==> src/hdl/kvl_ram.sv <==
// Generic single-port-write, single-port-read RAM with a registered read.
// Depends on nothing.
module kvl_ram #(
    parameter int WIDTH = 128,
    parameter int DEPTH = 32,
    parameter int AW    = $clog2(DEPTH)
) (
    input  logic             aclk,
    input  logic             wr_en,
    input  logic [AW-1:0]    wr_addr,
    input  logic [WIDTH-1:0] wr_data,
    input  logic             rd_en,
    input  logic [AW-1:0]    rd_addr,
    output logic [WIDTH-1:0] rd_data
);

    logic [WIDTH-1:0] mem [DEPTH];

    always_ff @(posedge aclk) begin
        if (wr_en) begin
            mem[wr_addr] <= wr_data;
        end
        if (rd_en) begin
            rd_data <= mem[rd_addr];
        end
    end

endmodule

==> config.mk <==
export PLATFORM = sky130hd
export DESIGN_NAME = kvl_ram
export DESIGN_NICKNAME = d
export VERILOG_FILES = /design/src/hdl/kvl_ram.sv
export SDC_FILE = /design/constraint.sdc
export NUM_CORES = 2
export LEC_CHECK = 0
export BUFFER_PORTS_ARGS = -buffer_cell sky130_fd_sc_hd__buf_4
export CAP_MARGIN = 20
export CORE_ASPECT_RATIO = 1.2
export CORE_UTILIZATION = 35
export DETAILED_ROUTE_END_ITERATION = 10
export HOLD_SLACK_MARGIN = 0.06
export PLACE_DENSITY = 0.58
export SYNTH_ARGS = -nofsm -noshare
export SYNTH_HDL_FRONTEND = slang
export SYNTH_SLANG_ARGS = --single-unit
==> constraint.sdc <==
create_clock -name aclk -period 9.9 [get_ports aclk]
set_input_delay 0.495 -clock aclk [delete_from_list [all_inputs] [get_ports aclk]]
set_output_delay 0.495 -clock aclk [all_outputs]
set_load 0.1 [all_outputs]
==> results.tsv <==
metric	value	unit
Max Cap Viol	0	
# IOs	269	
Synthesized Nets	6581	
GRT Residual Overflow	0	
Clock Latency Late Sink	0.95	ns
DIE WIDTH	612	um
deepest clock path buffer count	4	
clk slew on worst S/H paths	0.06	ns
Layout fillers	38700	
WL per Instance	32.6	um
status	complete, no violations	
CP max FO	40	
CTS Buf Count	401	
static leakage	55.3	nW
min Tclk post-route	3.63	ns
number of global-route vias before repair	76000	
vias per cell	5.60	
Layout area overhead	15.1	%
Arr. time, crit path	4.13	ns
slew margin rel.	0.210	
final-report setup violation count	0	
Placer Congestion	0.733	
synth warn	0	
Starting Density	0.352	
clock skew	0.0611	ns
all-layer global routing usage	0.190	
Syn Area/Cell	24.3	um2
initial antenna violation count	65	
die height	735	um
setup bufs post-CTS	0	
Cell Rows	268	
Max VDD drop	157	uV
CP required	10.41	ns
dpl cells	12500	
commonest non-fill, non-tap cell in the layout	edfxtp_1	
clk sinks	4224	
Slew @ Worst Pin	1.18	ns
critical path cell sequence	buf_4, nand3b_1, nor2_4, buf_4, buf_4, buf_4	
IO buf count	268	
CTS root buf	clkbuf_16	
CTS tree	yes	
crit-path most repeated cell	buf_4	
max frequency	276	MHz
library cells used by synthesis	27	
Seq/Total Area, Yosys	0.810	
Max Slew Vio Count	0	
Hold WS	0.230	ns
Hold WC Path Type	in2reg	
largest net degree at the start of global routing	121	
Mapped Cells	6440	
Worst Setup Path Type	in2reg	
final hold vios	0	
full die area	450000	um2
residual DRC count	0	
Post-DP HPWL	214000	um
sequential cell area	127000	um2
flops & latches, synth	4224	
antenna-violating nets left	0	
layout cells sized above 1	0.274	
R2R depth	3	
CP Capture Type	register	
Multi-input gate area	28100	um2
commonest cells after routing, fill and taps aside	4,224 x edfxtp_1, 956 x mux4_2, 444 x o22ai_1, 427 x buf_4, 405 x clkbuf_16	
RSZ-0062 raised after global routing	no	
Startpoint Class	primary input	
Max H-tree Level	5	
Pwr Density	205	nW/um2
total wire length	436000	um
CP startpoint	wr_addr[0]	
Setup TNS Final	0	ns
Slowest cell on crit path	buf_4	
FF-to-FF Start	mem[7][77]$_DFFE_PP_	
Core Box Area	445000	um2
Critical Path End	mem[2][17]$_DFFE_PP_	
Pre-antenna DRT Iters	5	
Synth Cell Area	157000	um2
DR iter-0 viols	9499	
layout net count	7219	
first-pass GRT wire length	600000	um
period utilization	0.366	
fin cells	13400	
R2R Path End	rd_data[77]$_DFFE_PP_	
via count	74800	
Worst R2R Setup Slack	8.21	ns
slowest cell delay on critical path	0.90	ns
-- cell type report --
class | instances | share of cell area
Antenna cell | 30 | 0.000417
Multi-Input combinational cell | 1864 | 0.156
Timing Repair Buffer | 587 | 0.0285
Sequential cell | 4224 | 0.704
Tap cell | 5940 | 0.0413
Clock buffer | 488 | 0.0580
Clock inverter | 236 | 0.0115
-- cells in the mapped netlist --
cell type	instances	area, um2
nand3_1	37	185
mux2i_1	136	1360
clkbuf_4	9	67.6
nor2_2	1	6.26
or2_1	1	6.26
buf_4	67	503
clkbuf_1	108	405
nor3b_1	1	7.51
nor2b_1	3	18.8
mux4_2	956	21500
nand3b_1	6	45.0
o22ai_1	444	2780
nand4_1	17	106
buf_1	44	165
a22oi_1	102	766
nand2b_1	1	6.26
or3_1	2	12.5
nor4_1	111	694
and3_1	1	6.26
edfxtp_1	4224	127000
nand2_1	4	15.0
and3b_1	1	8.76
buf_6	30	338
nor2_1	35	131
and2_1	1	6.26
or3b_2	4	35.0
buf_2	94	470
-- how the worst min path moves through the flow --
stage                     cells after the start                     end              startpoint
after floorplan                               0     mem[0][0]$_DFFE_PP_              wr_data[0]
after global placement                        3  rd_data[104]$_DFFE_PP_  mem[31][104]$_DFFE_PP_
after detailed placement                      3   rd_data[88]$_DFFE_PP_   mem[30][88]$_DFFE_PP_
after CTS                                     1   rd_data[37]$_DFFE_PP_                   rd_en
after global routing                          1   rd_data[36]$_DFFE_PP_                   rd_en
final                                         1   rd_data[36]$_DFFE_PP_                   rd_en
-- what timing repair did --
action,4_1_cts,5_1_grt
hold buffers,128,0
gates resized for setup,0,0
endpoints found under the hold margin,4096,0
-- kinds of logic after synthesis --
kind of cell	after synthesis	share of synthesized area
multiplexers	1092	0.146
AO/OA/AOI/OAI	546	0.0226
flip-flops	4224	0.810
AND/OR/NAND/NOR	226	0.00825
buffers and inverters	352	0.0125
-- critical path: cells and delay by family --
| family | cells | cell delay, ns |
|---|---|---|
| buf+inv | 4 | 2.31 |
| simple gates | 2 | 1.09 |
-- metal layers --
layer | vias up | global-route usage | wire [um] | part of all wire
met5 | - | 0 | 190 | 0.00044
met4 | 30 | 0.0444 | 10000 | 0.023
met3 | 617 | 0.0373 | 35600 | 0.082
met2 | 3289 | 0.313 | 213000 | 0.49
met1 | 41500 | 0.262 | 177000 | 0.41
li1 | 29400 | - | - | -
-- metrics by stage --
step	cell area [um2]	worst slack, ns	power, mW	utilization
after floorplan	157000	2.81	21.7	-
after global placement	166000	5.43	22.4	0.374
after detailed placement	166000	5.40	22.5	0.374
after CTS	180000	6.34	37.3	0.405
after global routing	180000	6.26	38.0	0.405
final	180000	6.27	37.0	0.405
-- report_power, final --
| part | switching, mW | total [mW] | internal (mW) |
|---|---|---|---|
| logic | 1.36 | 2.02 | 0.660 |
| registers | 0.128 | 20.1 | 20.0 |
| clock network | 6.64 | 14.9 | 8.26 |
-- sequential cells by signal, indices dropped and copies added (netlist names) --
| signal | flops |
|---|---|
| rd_data | 128 |
| mem | 4096 |
Note: power is estimated with default switching activity, not from simulation.
