**src/hdl/kvl_pkg.sv**
```systemverilog
// Package for the keyframe vec3 interpolator: sizes, memory entry layout and
// the sequencer state type. Depends on nothing; used by kvl_div and keyframe_vec3_lerp.
package kvl_pkg;

    localparam int MAX_KEYS_DEF = 32;

    localparam int WORD_W   = 32;
    localparam int FRAC_W   = 16;
    localparam int COUNT_W  = 6;
    localparam int SLOT_W   = 5;
    localparam int AXES     = 3;

    // One memory entry: time, x, y, z from the lowest bit up.
    localparam int ENTRY_W  = 4 * WORD_W;
    localparam int TIME_LSB = 0;
    localparam int X_LSB    = WORD_W;
    localparam int Y_LSB    = 2 * WORD_W;
    localparam int Z_LSB    = 3 * WORD_W;

    localparam int S_TDATA_W = 168;
    localparam int M_TDATA_W = 104;

    localparam logic ACT_WRITE  = 1'b0;
    localparam logic ACT_SAMPLE = 1'b1;

    typedef enum logic [2:0] {
        ST_IDLE,
        ST_READ,
        ST_CHECK,
        ST_LAUNCH,
        ST_DIV,
        ST_MUL,
        ST_ADD,
        ST_FINISH
    } kvl_state_t;

endpackage

```
**src/hdl/kvl_div.sv**
```systemverilog
// Restoring divider giving a Q0.16 fraction num / den for num < den, one
// quotient bit per cycle. Depends on kvl_pkg.
module kvl_div (
    input  logic                       aclk,
    input  logic                       aresetn,
    input  logic                       start,
    input  logic [kvl_pkg::WORD_W-1:0] num,
    input  logic [kvl_pkg::WORD_W-1:0] den,
    output logic                       done,
    output logic [kvl_pkg::FRAC_W-1:0] quot
);

    localparam int CW = $clog2(kvl_pkg::FRAC_W);

    logic [kvl_pkg::WORD_W-1:0] rem_reg;
    logic [kvl_pkg::WORD_W-1:0] den_reg;
    logic [kvl_pkg::FRAC_W-1:0] quot_reg;
    logic [CW-1:0]              cnt_reg;
    logic                       busy_reg;
    logic                       done_reg;

    logic [kvl_pkg::WORD_W:0]   shifted;
    logic [kvl_pkg::WORD_W:0]   trial;
    logic                       fits;

    assign shifted = {rem_reg, 1'b0};
    assign trial   = shifted - {1'b0, den_reg};
    assign fits    = (shifted >= {1'b0, den_reg});

    always_ff @(posedge aclk) begin
        if (!aresetn) begin
            busy_reg <= 1'b0;
            done_reg <= 1'b0;
            cnt_reg  <= '0;
        end else begin
            done_reg <= 1'b0;
            if (start) begin
                busy_reg <= 1'b1;
                cnt_reg  <= '0;
            end else if (busy_reg) begin
                cnt_reg <= cnt_reg + 1'b1;
                if (cnt_reg == CW'(kvl_pkg::FRAC_W - 1)) begin
                    busy_reg <= 1'b0;
                    done_reg <= 1'b1;
                end
            end
        end
    end

    always_ff @(posedge aclk) begin
        if (start) begin
            rem_reg <= num;
            den_reg <= den;
        end else if (busy_reg) begin
            rem_reg  <= fits ? trial[kvl_pkg::WORD_W-1:0] : shifted[kvl_pkg::WORD_W-1:0];
            quot_reg <= {quot_reg[kvl_pkg::FRAC_W-2:0], fits};
        end
    end

    assign done = done_reg;
    assign quot = quot_reg;

endmodule

```
**config.mk**
```make
export PLATFORM = sky130hd
export DESIGN_NAME = kvl_div
export DESIGN_NICKNAME = d
export VERILOG_FILES = /design/src/hdl/kvl_pkg.sv /design/src/hdl/kvl_div.sv
export SDC_FILE = /design/constraint.sdc
export NUM_CORES = 1
export LEC_CHECK = 0
export BUFFER_PORTS_ARGS = -buffer_cell sky130_fd_sc_hd__buf_2
export CORE_ASPECT_RATIO = 0.8
export CORE_MARGIN = 10
export CORE_UTILIZATION = 44
export DETAILED_ROUTE_END_ITERATION = 16
export SYNTH_ARGS = -nofsm -noshare
export SYNTH_HDL_FRONTEND = slang
export SYNTH_SLANG_ARGS = --single-unit
```
**constraint.sdc**
```tcl
create_clock -name aclk -period 3.95 [get_ports aclk]
set_input_delay 0.1975 -clock aclk [delete_from_list [all_inputs] [get_ports aclk]]
set_output_delay 0.1975 -clock aclk [all_outputs]
set_load 0.02 [all_outputs]
```
==> impl_results.md <==
- Dpl hpwl: 8750 um
- Vias in the first global route: 4142
- Crit path time final: 3.22 ns
- H-tree depth: 3
- Max-cap violations: 0
- Fin. Hold Viols: 0
- TNS Setup: 0 ns
- Initial core utilization: 0.455
- Max VDD drop: 226 uV
- CTS buffer count: 9
- GRT Total Usage: 0.145
- Power per cell area: 556 nW/um^2
- Worst setup margin: 0.728 ns
- CP startpoint kind: register
- Share of post-route cells with drive strength above 1: 0.182
- Fill cells: 1073
- Nets: 696
- Max frequency: 0.310 GHz
- Post-DR vias/cell: 5.43
- Worst slew pin tran: 0.837 ns
- Fin util: 0.524
- Antenna violations before repair: 0
- Initial DRC count: 371
- Crit path required time: 4.04 ns
- EDFF count, synth: 80
- Largest net degree at the start of global routing: 67
- Count leader, synth: edfxtp_1
- Synth Instances: 522
- Leakage: 2.57 nW
- Grt ovf: 0
- DRC: 0
- Register bit total from synthesis: 86
- Post-DRT Antenna Nets: 0
- First-pass GRT wire length: 20400 um
- CTS tree: done
- Row cnt: 35
- Post-synthesis cell type count: 63
- Area leader, netlist: edfxtp_1
- Netlist Area Pre-Place: 5280 um^2
- Worst EP arrival: 3.31 ns
- Skew final: 0.00781 ns
- Root buffer cell: clkbuf_16
- Area contributors post-synth: edfxtp_1 46%, ha_1 7.8%, a21oi_1 7.0%
- Fin area: 6080 um^2
- Post-CTS Setup Bufs: 0
- Crit path capture type: register
- Final worst path period share: 0.816
- HP Class: in2reg
- Crit Path Class: reg2reg
- Synth cell count leaders: 80 x edfxtp_1, 74 x a21oi_1, 44 x nand2_1
- Clock Path Buffers: 2
- Syn Nets: 623
- IO buf count: 83
- Core Area: 11600 um^2
- Routed via count: 4058
- CTS sink cnt: 86
- Asr flop ratio synth: 0
- Die ar.: 16800 um^2
- Register area share after synthesis: 0.478
- PostCTS Resize Cnt: 0
- DRT Pass-1 Iters: 4
- Syn avg cell area: 10.1 um^2
- Total wire length: 12300 um
- R2r setup slk: 0.73 ns
- Width of the chip: 142 um
- Routability cong.: 0.905
- Rel. slew slack: 0.442
- Top FF cell, synth: edfxtp_1
- # IOs: 84
- Routed wire per std cell: 16.4 um
- Ys Warns: 0
- Yosys top cell area share: 0.455
- Outcome: completed
- DP Worst Slack: 0.786 ns
- Final setup fails: 0
- Slew Limit Fails: 0
- Chip Height: 118 um
- Critical-path maximum fanout: 34
- Later-pin clock latency in the skew report: 0.34 ns
- Clock Pin Slew Worst Setup and Hold Paths: 0.07 ns
- Placed cell areas: 5790 um^2
- CTS Hold Bufs: 0
- Unrepaired setup endpoints after global routing: false
- Area Growth Syn to Fin: 15.2%
- Antenna Cells: 0
final cells by class:
cell class | instances | area [um^2] | share of cell area
sequential | 86 | 2520 | 0.415
multi-input combinational | 374 | 2490 | 0.409
timing repair buffer | 86 | 453 | 0.0745
clock buffer | 9 | 225 | 0.0370
tap | 148 | 185 | 0.0304
inverter | 38 | 143 | 0.0235
clock inverter | 7 | 65.1 | 0.0107
metrics by stage:
stage | instances | hold slack [ns] | power (W)
2_1_floorplan | 522 | 0.296 | 0.00226
3_3_place_gp | 732 | 0.375 | 0.00252
3_5_place_dp | 732 | 0.376 | 0.00254
4_1_cts | 748 | 0.0136 | 0.00340
5_1_grt | 748 | 0.0109 | 0.00361
6_report | 748 | 0.0268 | 0.00338
layer usage:
layer  global-route usage  share of wire
met1                0.204           0.50
met2                0.211           0.44
met3               0.0403          0.050
met4               0.0372         0.0066
met5                    0              0
where the power goes:
group | total, W | switching, W | leakage [nW] | internal (W)
Combinational | 0.00133 | 0.000774 | 1.60 | 0.000557
Clock | 0.000839 | 0.000353 | 0.144 | 0.000486
Sequential | 0.00121 | 0.0000609 | 0.828 | 0.00115
logic make-up (layout without fill, tap and decap cells):
logic type / count (synthesis) / count (layout) / share of synthesized area
buf+inv: 62 / 140 / 0.0507
fa+ha+maj: 34 / 34 / 0.0820
compound gates: 158 / 158 / 0.187
mux: 9 / 9 / 0.0175
flops: 86 / 86 / 0.478
simple gates: 149 / 149 / 0.145
xor+xnor: 24 / 24 / 0.0398
path summary, 6_finish.rpt:
path	from	depth (start not counted)	end
hold / removal	den[18]	1	den_reg[18]
setup reg to reg	rem_reg[17]	11	rem_reg[4]
setup / recovery	rem_reg[17]	11	rem_reg[4]
hold reg to reg	quot[7]	0	quot[8]
cell usage in the layout (no fill, tap or decap), types with 3 or more instances in the layout:
cell type  instances
and2_1             4
inv_1             37
mux2i_1            7
o21a_1             8
nand4_1            7
nand2b_1           8
nor3_1            11
edfxtp_1          80
a21oi_1           74
o211ai_1           4
buf_4              3
a21o_1            13
a31oi_1            5
buf_2             82
clkbuf_16          9
ha_1              33
nor2b_1           31
dfxtp_1            6
nand2_1           44
nand3_1            6
o21ai_0           21
xor2_1             9
o31ai_1            3
nand3b_1           3
or3_1              3
xnor2_1           15
nor2_1            21
worst max-delay path, cell delays in order, from the launching register on:
cell,delay [ns]
edfxtp_1,0.41
ha_1,0.38
a21o_1,0.21
a21o_1,0.21
a2111oi_2,0.38
o22ai_1,0.17
o21a_1,0.23
o21ai_1,0.12
and2_1,0.21
buf_12,0.22
a2111oi_0,0.11
a211o_1,0.31
(Power assumes the default switching activity.)
